**src/rtl/psdc_pkg.sv**
```systemverilog
package psdc_pkg;

  localparam int unsigned DataW  = 16;
  localparam int unsigned ErrW   = 17;
  localparam int unsigned DerW   = 18;
  localparam int unsigned IntW   = 32;
  localparam int unsigned ProdPW = 33;
  localparam int unsigned ProdIW = 48;
  localparam int unsigned ProdDW = 34;
  localparam int unsigned AccW   = 50;
  localparam int unsigned FracW  = 8;
  localparam int unsigned ShW    = AccW - FracW;
  localparam int unsigned CfgIdxW = 3;

  localparam logic [CfgIdxW-1:0] REG_GAIN_P   = 3'd0;
  localparam logic [CfgIdxW-1:0] REG_GAIN_I   = 3'd1;
  localparam logic [CfgIdxW-1:0] REG_GAIN_D   = 3'd2;
  localparam logic [CfgIdxW-1:0] REG_OUT_LOW  = 3'd3;
  localparam logic [CfgIdxW-1:0] REG_OUT_HIGH = 3'd4;
  localparam logic [CfgIdxW-1:0] REG_DEADBAND = 3'd5;

  typedef struct packed {
    logic signed [DataW-1:0] gain_p;
    logic signed [DataW-1:0] gain_i;
    logic signed [DataW-1:0] gain_d;
    logic signed [DataW-1:0] out_low;
    logic signed [DataW-1:0] out_high;
    logic [DataW-1:0]        deadband;
  } psdc_cfg_t;

  localparam psdc_cfg_t CFG_RESET = '{
    gain_p:   16'sd256,
    gain_i:   16'sd0,
    gain_d:   16'sd0,
    out_low:  16'sh8000,
    out_high: 16'sh7fff,
    deadband: 16'd0
  };

  // classified request passed from front to back
  typedef struct packed {
    logic signed [ErrW-1:0] err;
    logic                   in_db;
  } psdc_item_t;

  localparam logic signed [IntW-1:0] INT_MAX = {1'b0, {(IntW-1){1'b1}}};
  localparam logic signed [IntW-1:0] INT_MIN = {1'b1, {(IntW-1){1'b0}}};

endpackage

```
**src/rtl/psdc_if.sv**
```systemverilog
interface psdc_in_if;
  logic               valid;
  logic               ready;
  logic signed [15:0] setpoint;
  logic signed [15:0] measured;

  modport source (output valid, output setpoint, output measured, input ready);
  modport sink (input valid, input setpoint, input measured, output ready);
endinterface

interface psdc_out_if;
  logic               valid;
  logic               ready;
  logic signed [15:0] drive;
  logic               clamped;
  logic               in_deadband;

  modport source (output valid, output drive, output clamped, output in_deadband,
                  input ready);
  modport sink (input valid, input drive, input clamped, input in_deadband,
                output ready);
endinterface

```
**src/rtl/psdc_front.sv**
```systemverilog
module psdc_front
  import psdc_pkg::*;
(
  input  logic             clk,
  input  logic             rst_n,
  psdc_in_if.sink          in_ch,
  input  logic [DataW-1:0] deadband,
  output logic             push_valid,
  output psdc_item_t       push_item,
  input  logic             push_ready
);

  logic                   f_valid_r;
  logic                   f_valid_nxt;
  psdc_item_t             f_item_r;
  psdc_item_t             f_item_nxt;
  logic                   load;
  logic signed [ErrW-1:0] err;
  logic [ErrW-1:0]        mag;

  assign in_ch.ready = !f_valid_r || push_ready;
  assign load        = in_ch.valid && in_ch.ready;

  assign err = ErrW'(in_ch.setpoint) - ErrW'(in_ch.measured);
  assign mag = err[ErrW-1] ? ErrW'(-err) : ErrW'(err);

  always_comb begin
    f_item_nxt       = f_item_r;
    f_item_nxt.err   = err;
    f_item_nxt.in_db = mag <= {1'b0, deadband};
    f_valid_nxt      = f_valid_r;
    if (load) begin
      f_valid_nxt = 1'b1;
    end else if (push_ready) begin
      f_valid_nxt = 1'b0;
    end
  end

  always_ff @(posedge clk) begin
    if (!rst_n) begin
      f_valid_r <= 1'b0;
    end else begin
      f_valid_r <= f_valid_nxt;
    end
  end

  always_ff @(posedge clk) begin
    if (load) begin
      f_item_r <= f_item_nxt;
    end
  end

  assign push_valid = f_valid_r;
  assign push_item  = f_item_r;

endmodule

```
**src/rtl/psdc_queue.sv**
```systemverilog
module psdc_queue
  import psdc_pkg::*;
#(
  parameter int unsigned DEPTH = 2
) (
  input  logic       clk,
  input  logic       rst_n,
  input  logic       push_valid,
  input  psdc_item_t push_item,
  output logic       push_ready,
  output logic       pop_valid,
  output psdc_item_t pop_item,
  input  logic       pop
);

  localparam int unsigned PtrW = $clog2(DEPTH);
  localparam int unsigned CntW = $clog2(DEPTH + 1);

  psdc_item_t      mem_r [DEPTH];
  logic [PtrW-1:0] wr_ptr_r;
  logic [PtrW-1:0] wr_ptr_nxt;
  logic [PtrW-1:0] rd_ptr_r;
  logic [PtrW-1:0] rd_ptr_nxt;
  logic [CntW-1:0] count_r;
  logic [CntW-1:0] count_nxt;
  logic            do_push;
  logic            do_pop;

  assign push_ready = count_r != CntW'(DEPTH);
  assign pop_valid  = count_r != '0;
  assign pop_item   = mem_r[rd_ptr_r];
  assign do_push    = push_valid && push_ready;
  assign do_pop     = pop && pop_valid;

  always_comb begin
    wr_ptr_nxt = wr_ptr_r;
    rd_ptr_nxt = rd_ptr_r;
    count_nxt  = count_r;
    if (do_push) begin
      wr_ptr_nxt = (wr_ptr_r == PtrW'(DEPTH - 1)) ? '0 : wr_ptr_r + 1'b1;
    end
    if (do_pop) begin
      rd_ptr_nxt = (rd_ptr_r == PtrW'(DEPTH - 1)) ? '0 : rd_ptr_r + 1'b1;
    end
    if (do_push && !do_pop) begin
      count_nxt = count_r + 1'b1;
    end else if (do_pop && !do_push) begin
      count_nxt = count_r - 1'b1;
    end
  end

  always_ff @(posedge clk) begin
    if (!rst_n) begin
      wr_ptr_r <= '0;
      rd_ptr_r <= '0;
      count_r  <= '0;
    end else begin
      wr_ptr_r <= wr_ptr_nxt;
      rd_ptr_r <= rd_ptr_nxt;
      count_r  <= count_nxt;
    end
  end

  always_ff @(posedge clk) begin
    if (do_push) begin
      mem_r[wr_ptr_r] <= push_item;
    end
  end

endmodule

```
**src/rtl/psdc_back.sv**
```systemverilog
module psdc_back
  import psdc_pkg::*;
(
  input  logic       clk,
  input  logic       rst_n,
  input  psdc_cfg_t  cfg,
  input  logic       q_valid,
  input  psdc_item_t q_item,
  output logic       q_pop,
  psdc_out_if.source out_ch
);

  logic                     adv;
  logic                     upd;

  // controller state
  logic signed [IntW-1:0]   integ_r;
  logic signed [IntW-1:0]   integ_nxt;
  logic signed [ErrW-1:0]   prev_r;
  logic                     sat_r;
  logic                     sat_nxt;

  // state update stage
  logic                     s1_v_r;
  logic                     s1_db_r;
  logic signed [ErrW-1:0]   s1_err_r;
  logic signed [IntW-1:0]   s1_int_r;
  logic signed [DerW-1:0]   s1_der_r;
  logic signed [IntW:0]     sum;
  logic signed [IntW-1:0]   sum_sat;
  logic                     flip;
  logic signed [DerW-1:0]   der;

  // product stage
  logic                     s2_v_r;
  logic                     s2_db_r;
  logic signed [ProdPW-1:0] pp_r;
  logic signed [ProdIW-1:0] pi_r;
  logic signed [ProdDW-1:0] pd_r;
  logic signed [DataW-1:0]  gp;
  logic signed [DataW-1:0]  gi;
  logic signed [DataW-1:0]  gd;
  logic signed [ProdPW-1:0] pp;
  logic signed [ProdIW-1:0] pi;
  logic signed [ProdDW-1:0] pd;

  // sum stage
  logic                     s3_v_r;
  logic                     s3_db_r;
  logic signed [AccW-1:0]   acc_r;
  logic signed [AccW-1:0]   acc;

  // clamp and output
  logic signed [ShW-1:0]    sh;
  logic signed [ShW-1:0]    lo_ext;
  logic signed [ShW-1:0]    hi_ext;
  logic signed [DataW-1:0]  lo;
  logic signed [DataW-1:0]  hi;
  logic signed [DataW-1:0]  clip;
  logic                     clip_hit;
  logic                     out_valid_r;
  logic                     out_valid_nxt;
  logic signed [DataW-1:0]  out_drive_r;
  logic                     out_clamped_r;
  logic                     out_db_r;

  assign adv   = !out_valid_r || out_ch.ready;
  assign q_pop = adv;
  assign upd   = adv && q_valid && !q_item.in_db;

  assign sum     = (IntW+1)'(integ_r) + (IntW+1)'(q_item.err);
  assign sum_sat = (sum[IntW] != sum[IntW-1]) ? (sum[IntW] ? INT_MIN : INT_MAX)
                                              : sum[IntW-1:0];
  assign flip = (!q_item.err[ErrW-1] && q_item.err != '0 && prev_r[ErrW-1])
             || (q_item.err[ErrW-1] && !prev_r[ErrW-1] && prev_r != '0);
  assign integ_nxt = flip ? '0 : sum_sat;
  assign der       = DerW'(q_item.err) - DerW'(prev_r);

  assign gp = cfg.gain_p;
  assign gi = cfg.gain_i;
  assign gd = cfg.gain_d;
  assign pp = ProdPW'(gp) * ProdPW'(s1_err_r);
  assign pi = ProdIW'(gi) * ProdIW'(s1_int_r);
  assign pd = ProdDW'(gd) * ProdDW'(s1_der_r);

  assign acc = AccW'(pp_r) + AccW'(pi_r) + AccW'(pd_r);

  assign lo     = cfg.out_low;
  assign hi     = cfg.out_high;
  assign sh     = ShW'(acc_r >>> FracW);
  assign lo_ext = ShW'(lo);
  assign hi_ext = ShW'(hi);

  always_comb begin
    clip     = sh[DataW-1:0];
    clip_hit = 1'b0;
    if (sh > hi_ext) begin
      clip     = hi;
      clip_hit = 1'b1;
    end else if (sh < lo_ext) begin
      clip     = lo;
      clip_hit = 1'b1;
    end
  end

  always_comb begin
    out_valid_nxt = adv ? s3_v_r : out_valid_r;
    sat_nxt       = sat_r;
    if (adv && s3_v_r && !s3_db_r) begin
      sat_nxt = clip_hit;
    end
  end

  always_ff @(posedge clk) begin
    if (!rst_n) begin
      integ_r     <= '0;
      prev_r      <= '0;
      sat_r       <= 1'b0;
      s1_v_r      <= 1'b0;
      s2_v_r      <= 1'b0;
      s3_v_r      <= 1'b0;
      out_valid_r <= 1'b0;
    end else begin
      if (upd) begin
        integ_r <= integ_nxt;
        prev_r  <= q_item.err;
      end
      if (adv) begin
        s1_v_r <= q_valid;
        s2_v_r <= s1_v_r;
        s3_v_r <= s2_v_r;
      end
      sat_r       <= sat_nxt;
      out_valid_r <= out_valid_nxt;
    end
  end

  always_ff @(posedge clk) begin
    if (adv) begin
      s1_db_r  <= q_item.in_db;
      s1_err_r <= q_item.err;
      s1_int_r <= integ_nxt;
      s1_der_r <= der;
      s2_db_r  <= s1_db_r;
      pp_r     <= pp;
      pi_r     <= pi;
      pd_r     <= pd;
      s3_db_r  <= s2_db_r;
      acc_r    <= acc;
      if (s3_db_r) begin
        out_drive_r   <= '0;
        out_clamped_r <= sat_r;
        out_db_r      <= 1'b1;
      end else begin
        out_drive_r   <= clip;
        out_clamped_r <= clip_hit;
        out_db_r      <= 1'b0;
      end
    end
  end

  assign out_ch.valid       = out_valid_r;
  assign out_ch.drive       = out_drive_r;
  assign out_ch.clamped     = out_clamped_r;
  assign out_ch.in_deadband = out_db_r;

endmodule

```
**src/rtl/pid_step_deadband_clamp.sv**
```systemverilog
// pid step with deadband and output clamp
// in_ch carries setpoint and measured; a request is taken when valid and ready
// are high at a rising edge of clk. out_ch returns one result per request, in
// order: drive, clamped (saturation flag after the step) and in_deadband.
// cfg_we writes cfg_data into register cfg_index at the clock edge: 0 gain_p,
// 1 gain_i, 2 gain_d, 3 out_low, 4 out_high, 5 deadband; other indexes are
// ignored. write registers only while no request is in flight.
// throughput is one request per cycle while results are taken: a front
// register classifies the error against the deadband, a QUEUE_DEPTH entry
// queue decouples it from the back end, which updates integral and last
// error in its state update stage and then runs products, sum and clamp as
// three pipeline stages.
// a held result with out_ch.ready low stalls the whole back end; the queue
// and front register keep taking requests until full, then in_ch.ready drops.
// rst_n (synchronous, active low) clears integral, last error, saturation
// flag, all valid bits and restores the register defaults.
module pid_step_deadband_clamp
  import psdc_pkg::*;
#(
  parameter int unsigned QUEUE_DEPTH = 2
) (
  input  logic               clk,
  input  logic               rst_n,
  psdc_in_if.sink            in_ch,
  psdc_out_if.source         out_ch,
  input  logic               cfg_we,
  input  logic [CfgIdxW-1:0] cfg_index,
  input  logic [DataW-1:0]   cfg_data
);

  psdc_cfg_t  cfg_r;
  psdc_cfg_t  cfg_nxt;
  logic       push_valid;
  psdc_item_t push_item;
  logic       push_ready;
  logic       q_valid;
  psdc_item_t q_item;
  logic       q_pop;

  always_comb begin
    cfg_nxt = cfg_r;
    if (cfg_we) begin
      case (cfg_index)
        REG_GAIN_P:   cfg_nxt.gain_p   = cfg_data;
        REG_GAIN_I:   cfg_nxt.gain_i   = cfg_data;
        REG_GAIN_D:   cfg_nxt.gain_d   = cfg_data;
        REG_OUT_LOW:  cfg_nxt.out_low  = cfg_data;
        REG_OUT_HIGH: cfg_nxt.out_high = cfg_data;
        REG_DEADBAND: cfg_nxt.deadband = cfg_data;
        default:      cfg_nxt = cfg_r;
      endcase
    end
  end

  always_ff @(posedge clk) begin
    if (!rst_n) begin
      cfg_r <= CFG_RESET;
    end else begin
      cfg_r <= cfg_nxt;
    end
  end

  psdc_front u_front (
    .clk        (clk),
    .rst_n      (rst_n),
    .in_ch      (in_ch),
    .deadband   (cfg_r.deadband),
    .push_valid (push_valid),
    .push_item  (push_item),
    .push_ready (push_ready)
  );

  psdc_queue #(
    .DEPTH (QUEUE_DEPTH)
  ) u_queue (
    .clk        (clk),
    .rst_n      (rst_n),
    .push_valid (push_valid),
    .push_item  (push_item),
    .push_ready (push_ready),
    .pop_valid  (q_valid),
    .pop_item   (q_item),
    .pop        (q_pop)
  );

  psdc_back u_back (
    .clk    (clk),
    .rst_n  (rst_n),
    .cfg    (cfg_r),
    .q_valid(q_valid),
    .q_item (q_item),
    .q_pop  (q_pop),
    .out_ch (out_ch)
  );

  a_db_zero: assert property (@(posedge clk) disable iff (!rst_n)
    out_ch.valid && out_ch.in_deadband |-> out_ch.drive == '0)
    else $error("deadband result with nonzero drive");

  a_in_bounds: assert property (@(posedge clk) disable iff (!rst_n)
    out_ch.valid && !out_ch.in_deadband && (cfg_r.out_low <= cfg_r.out_high)
    |-> (out_ch.drive >= cfg_r.out_low) && (out_ch.drive <= cfg_r.out_high))
    else $error("drive outside clamp bounds");

  a_reset_idle: assert property (@(posedge clk)
    !rst_n |=> !out_ch.valid)
    else $error("result valid right after reset");

endmodule

```
**src/flat_wrapper.sv**
```systemverilog
// flat-port wrapper written by rule: the top's interface ports become plain ports
module pid_step_deadband_clamp_flat import psdc_pkg::*;
#(
  parameter int unsigned QUEUE_DEPTH = 2
)
  (clk, rst_n, cfg_we, cfg_index, cfg_data, in_ch_valid, in_ch_setpoint, in_ch_measured, in_ch_ready, out_ch_valid, out_ch_drive, out_ch_clamped, out_ch_in_deadband, out_ch_ready);
  psdc_in_if in_ch_i ();
  psdc_out_if out_ch_i ();
  input  logic clk;
  input  logic rst_n;
  input  logic cfg_we;
  input  logic [CfgIdxW-1:0] cfg_index;
  input  logic [DataW-1:0] cfg_data;
  input wire logic [$bits(in_ch_i.valid)-1:0] in_ch_valid;
  input wire logic [$bits(in_ch_i.setpoint)-1:0] in_ch_setpoint;
  input wire logic [$bits(in_ch_i.measured)-1:0] in_ch_measured;
  output wire logic [$bits(in_ch_i.ready)-1:0] in_ch_ready;
  output wire logic [$bits(out_ch_i.valid)-1:0] out_ch_valid;
  output wire logic [$bits(out_ch_i.drive)-1:0] out_ch_drive;
  output wire logic [$bits(out_ch_i.clamped)-1:0] out_ch_clamped;
  output wire logic [$bits(out_ch_i.in_deadband)-1:0] out_ch_in_deadband;
  input wire logic [$bits(out_ch_i.ready)-1:0] out_ch_ready;
  assign in_ch_i.valid = in_ch_valid;
  assign in_ch_i.setpoint = in_ch_setpoint;
  assign in_ch_i.measured = in_ch_measured;
  assign in_ch_ready = in_ch_i.ready;
  assign out_ch_valid = out_ch_i.valid;
  assign out_ch_drive = out_ch_i.drive;
  assign out_ch_clamped = out_ch_i.clamped;
  assign out_ch_in_deadband = out_ch_i.in_deadband;
  assign out_ch_i.ready = out_ch_ready;
  pid_step_deadband_clamp #(.QUEUE_DEPTH(QUEUE_DEPTH)) u_core (.clk(clk), .rst_n(rst_n), .in_ch(in_ch_i), .out_ch(out_ch_i), .cfg_we(cfg_we), .cfg_index(cfg_index), .cfg_data(cfg_data));
endmodule
```
**config.mk**
```make
export PLATFORM = sky130hd
export DESIGN_NAME = pid_step_deadband_clamp_flat
export DESIGN_NICKNAME = d
export VERILOG_FILES = /design/src/rtl/psdc_pkg.sv /design/src/rtl/psdc_if.sv /design/src/rtl/psdc_front.sv /design/src/rtl/psdc_queue.sv /design/src/rtl/psdc_back.sv /design/src/rtl/pid_step_deadband_clamp.sv /design/src/flat_wrapper.sv
export SDC_FILE = /design/constraint.sdc
export NUM_CORES = 2
export LEC_CHECK = 0
export BUFFER_PORTS_ARGS = -buffer_cell sky130_fd_sc_hd__buf_2
export CAP_MARGIN = 20
export CORE_ASPECT_RATIO = 0.9
export CORE_MARGIN = 4
export CORE_UTILIZATION = 25
export DETAILED_ROUTE_END_ITERATION = 10
export PLACE_DENSITY = 0.39
export SLEW_MARGIN = 10
export SYNTH_ARGS = -nofsm -noshare
export SYNTH_HDL_FRONTEND = slang
export SYNTH_SLANG_ARGS = --single-unit
```
**constraint.sdc**
```tcl
create_clock -name clk -period 19.1 [get_ports clk]
set_input_delay 1.91 -clock clk [delete_from_list [all_inputs] [get_ports clk]]
set_output_delay 1.91 -clock clk [all_outputs]
set_load 0.05 [all_outputs]
```
; Word-level counts from Yosys, hierarchy flattened
; Memory sizes are Yosys's and may differ from the RTL's. A register that Yosys moved wholly into a read port is not among the register bits.
; Index checks and enable logic that the tools add are counted.
[totals]
register_bits = 426
latchBits = 0
mem_bits_rw = 36
rom_bits = 0
input_bits = 56
output_inout_bits = 20
elab_cells = 111
memories = 1
[memory_table]
columns = memory, words, word_bits, read_ports, rd_clocked_by_memory_dff, write_ports, line
row1 = u_core.u_queue.mem_r, 2, 18, 1, 1, 1, psdc_queue.sv:19  ; psdc_item_t mem_r [DEPTH];
[op_classes]
n_addsub = 10
n_mul = 3
div = 0
order_cmp = 3
eq_ne = 7
shift = 0
n_mux = 20
n_bitwise = 0
n_reduce_logical = 35
[op_table]
columns = operator, count
row1 = $mux W32, 3
row2 = $add A49 B34 Y50, 1
row3 = $add A33 B48 Y49, 1
row4 = $mul A16 B32 Y48, 1
row5 = $gt A42 B16 Y1, 1
row6 = $lt A42 B16 Y1, 1
row7 = $mul A16 B18 Y34, 1
row8 = $reduce_bool A17 Y1, 2
row9 = $add A32 B17 Y33, 1
row10 = $mul A16 B17 Y33, 1
row11 = $mux W16, 2
row12 = $sub A17 B17 Y18, 1
row13 = $le A17 B16 Y1, 1
row14 = $mux W17, 1
row15 = $neg A17 Y17, 1
row16 = $sub A16 B16 Y17, 1
row17 = $logic_and A1 B1 Y1, 12
row18 = $mux W1, 12
row19 = $reduce_and A2 Y1, 6
row20 = $logic_not A1 Y1, 8
row21 = $eq A3 B2 Y1 const B, 2
row22 = $eq A3 B3 Y1 const B, 2
row23 = $reduce_bool A2 Y1, 3
row24 = $mux W2, 2
row25 = 8 further kinds, 11

; Longest topological paths before layout
[depth]
ltp_word = 6
depth_mapped = 26
ltp_nobuf = 25

; Modules after synthesis
; From an unflattened synthesis, not the netlist that was laid out.
[unflattened]
hier_cells = 6539
area_unflattened_um2 = 63274.4
[modules_own_cells]
columns = mod, instances, cells_per_inst, area_per_inst_um2, seq_area_each_um2
row1 = psdc_back, 1, 5843, 55814.8, 8438.1
row2 = pid_step_deadband_clamp, 1, 352, 3648.5, 1921.8
row3 = psdc_front, 1, 264, 2272.2, 560.5
row4 = psdc_queue, 1, 80, 1539.0, 1181.1

; Least setup slack after synthesis
; No wires, ideal clock.
[synth_timing]
kind = input-to-reg
from = in out_ch_ready
to = reg u_core.u_back.prev_r[10]
setup_ps = 117
arrival_ps = 8891
t_required_ps = 18983
slack_ps = 10092
stages = 7
n_path_buf = 1
path_cell_list = nor2b_1 -> inv_1 -> o21ai_1 -> nor2_1 -> clkbuf_1 -> mux2i_1 -> nor2b_1
[synth_via]
elab_chain_cells = 3
[synth_rtl]
columns = item, line
row1 = from (decl), flat_wrapper.sv:22  ; input wire logic [$bits(out_ch_i.ready)-1:0] out_ch_ready;
row2 = $logic_or A1 B1 Y1, psdc_back.sv:67  ; assign adv = !out_valid_r || out_ch.ready;
row3 = $logic_and A1 B1 Y1 (2 in a row), psdc_back.sv:69  ; assign upd = adv && q_valid && !q_item.in_db;
row4 = to (signal assigned), psdc_back.sv:126  ; prev_r <= q_item.err;
row5 = to (decl), psdc_back.sv:19  ; logic signed [ErrW-1:0] prev_r;
; Every way passes these cells.
; A chain may end at the register's enable or synchronous reset.

; Final worst setup path
[layout_timing]
from = reg u_core.cfg_r[65] (netlist bit)
to = reg u_core.u_back.pi_r[45] (data pin)
[layout_via]
elab_chain_cells = 1
[layout_rtl]
columns = item, line
row1 = from (decl), pid_step_deadband_clamp.sv:31  ; psdc_cfg_t cfg_r;
row2 = from (signal assigned), pid_step_deadband_clamp.sv:59  ; cfg_r <= cfg_nxt;
row3 = $mul A16 B32 Y48, psdc_back.sv:83  ; assign pi = ProdIW'(gi) * ProdIW'(s1_int_r);
row4 = net u_core.u_back.pi[45], psdc_back.sv:44  ; logic signed [ProdIW-1:0] pi;
row5 = to (signal assigned), psdc_back.sv:146  ; pi_r <= pi;
row6 = to (decl), psdc_back.sv:38  ; logic signed [ProdIW-1:0] pi_r;
; The timed path passes the listed nets, and every way through them passes these cells.

==> out/metrics.cfg <==
[clocking]
post_cts_resize_count=0
cts_tree=built
numCtsBuffers=66
clk-insertion-delay-late_ns=0.68
cts-htree-levels=3
clk_pin_slew_ns=0.07
root_buffer=clkbuf_16
cts_hold_buffers=0
cts.sinks=455
cts_setup_buffers=0
clockBufferDepth=3

[layout]
utilization_pct=27.9
drive_above_1_share_pct=4.64
fin_nets=8255
area_growth_pct=10.5
multiInputGateArea_sq_mm=0.0453
regArea_sq_mm=0.0121
fillers=26500

[timing]
finalHoldViolations=0
setup_slack_ns=11.14
finalSetupViolations=0
whs_ns=0.418
rsz0062_at_grt=false
timing.fmax_mhz=126
drv_slew=0
fin_crit_ns=7.96
period_share_pct=41.7
slew_headroom_pct=23.1
finClkSkew_ns=0.0400
tns_ns=0
worst_pin_slew_ns=1.15

[synthesis]
synthArstFlopShare_pct=0
ys_types=82
synthFlopType=edfxtp_1
avgSynthCellArea_sq_um=9.54
yosysWarnings=0
synth_top_area_cell=fa_1
synth_edf_count=299
synth_top_area_share_pct=34.9
syn-cell-area_sq_mm=0.0632
synth.net_count=8277
ys_seq_area_share_pct=19.2
synthesis.instances=6621
synth-seq-cells=455
synth.area.top_cells=fa_1, edfxtp_1, ha_1

[drt]
vias=44600
wirelength_microns=204000
post_drt_wl_per_cell_microns=20.4
drc=0
vias_per_cell=4.45
first_pass_iters=5
postRouteAntennaNets=0
drt_iter0_markers=2478

[global_route]
grt_max_degree=81
first_global_vias=48400
grt_overflow=0
antenna_found_initial=18
grt_pass1_wl_microns=314000
grt_use_total_pct=15.9

[place]
hpwl_microns=160000
io_buffer_count=75
pre_cts_slack_ns=11.21
place_congestion=0.818

[pwr]
ir_worst_vdd_mv=0.0621
p_per_area_mw_per_mm2=99.9
p_leak_nw=32.8

[die]
rows=174
core_sq_mm=0.251
die_w_microns=538
die_h_microns=485
io-pin-count=76
start_util_pct=25.2
die_area_sq_mm=0.261

[setup_path]
start_kind=flip-flop
crit_path_end_kind=flip-flop
path_max_fanout=17
crit_type=reg2reg
worstPathArrival_ns=8.36
required_ns=19.50

[status]
outcome=complete, no violations

[min_path]
min-delay-path-class=reg2reg

[run]
cap_violations=0

-- registers in the layout, summed over array words and instances (netlist names), 2 cells and up, named ones only --
register	count
u_core.cfg_r	96
u_core.u_back.acc_r	42
u_core.u_back.integ_r	32
u_core.u_back.out_ch.drive	16
u_core.u_back.pd_r	34
u_core.u_back.pi_r	48
u_core.u_back.pp_r	33
u_core.u_back.prev_r	17
u_core.u_back.s1_der_r	18
u_core.u_back.s1_err_r	17
u_core.u_back.s1_int_r	32
u_core.u_front.push_item	18
u_core.u_queue.count_r	2
u_core.u_queue.mem_r	36
-- worst paths after layout --
check,startpoint,to,slack (ns),cells after the start
worst max-delay path,u_core.cfg_r[65],u_core.u_back.pi_r[45],11.14,23
worst min-delay path,u_core.u_back.s1_db_r,u_core.u_back.s2_db_r,0.42,0
worst max register to register,u_core.cfg_r[65],u_core.u_back.pi_r[45],11.14,23
worst min register to register,u_core.u_back.s1_db_r,u_core.u_back.s2_db_r,0.42,0
-- worst max-delay path, stage by stage, from the launching register on --
cell	delay, ns
dfxtp_1	0.76
buf_4	0.41
nand2_1	0.14
fa_1	0.55
inv_1	0.06
fa_1	0.54
inv_1	0.05
fa_1	0.49
inv_1	0.05
fa_1	0.48
fa_1	0.49
inv_1	0.07
fa_1	0.54
inv_1	0.06
ha_1	0.39
and4_1	0.24
and2_1	0.21
nand3_1	0.13
a211oi_1	0.81
o211ai_1	0.26
a21oi_1	0.33
o21ai_0	0.29
nand2_1	0.18
o211ai_1	0.11
-- Yosys cell counts, drive strengths merged (34+ instances only) --
master / n
inv: 1322
fa: 1102
nand2: 926
ha: 498
and2: 427
edfxtp: 299
nor2: 226
clkbuf: 218
a21oi: 208
o21ai: 171
xnor2: 161
dfxtp: 156
a21o: 117
a21boi: 97
nor2b: 63
xor2: 54
nand3: 49
nand2b: 47
nor3: 38
mux2i: 36
o21a: 35
nand4: 34
-- cell type report --
type,count,area share [%]
Timing Repair Buffer,148,1.35
Clock inverter,46,0.812
Inverter,1322,7.12
Antenna cell,9,0.0323
Tap cell,3344,5.99
Clock buffer,76,2.51
Multi-Input combinational cell,4606,64.8
Sequential cell,455,17.3
-- layer usage --
metal	up-vias	wire (microns)	track usage, %
met5	-	0	0
met1	23000	98300	22.8
met3	159	7480	1.93
met4	0	3870	3.12
met2	739	94100	25.9
li1	20700	-	-
-- cell families after synthesis --
family,share of synthesized area [%]
AO/OA/AOI/OAI,8.70
XOR/XNOR,2.98
adder cells (fa/ha/maj),44.8
buffers and inverters,9.29
flip-flops,19.2
multiplexers,0.873
AND/OR/NAND/NOR,14.2
-- power breakdown --
part	switching [mW]	internal (mW)	total (mW)
Combinational	2.33	1.30	3.63
Sequential	0.499	1.49	1.99
Clock	0.543	0.805	1.35
-- stage by stage --
step	cells	area, sq um	power (mW)
after floorplan	6621	63200	4.14
after global placement	9872	67400	5.65
after detailed placement	9873	67400	5.64
after CTS	9995	69700	7.06
after global routing	9998	69800	7.53
final	10000	69800	6.97
-- cells in the final DEF (no fill, tap or decap), types with 153 or more instances in the layout --
cell         n
inv_1     1319
fa_1      1102
nand2_1    926
ha_1       498
and2_1     427
edfxtp_1   299
nor2_1     224
a21oi_1    205
o21ai_0    161
xnor2_1    160
dfxtp_1    153
Power figures use the tool's default switching activity.
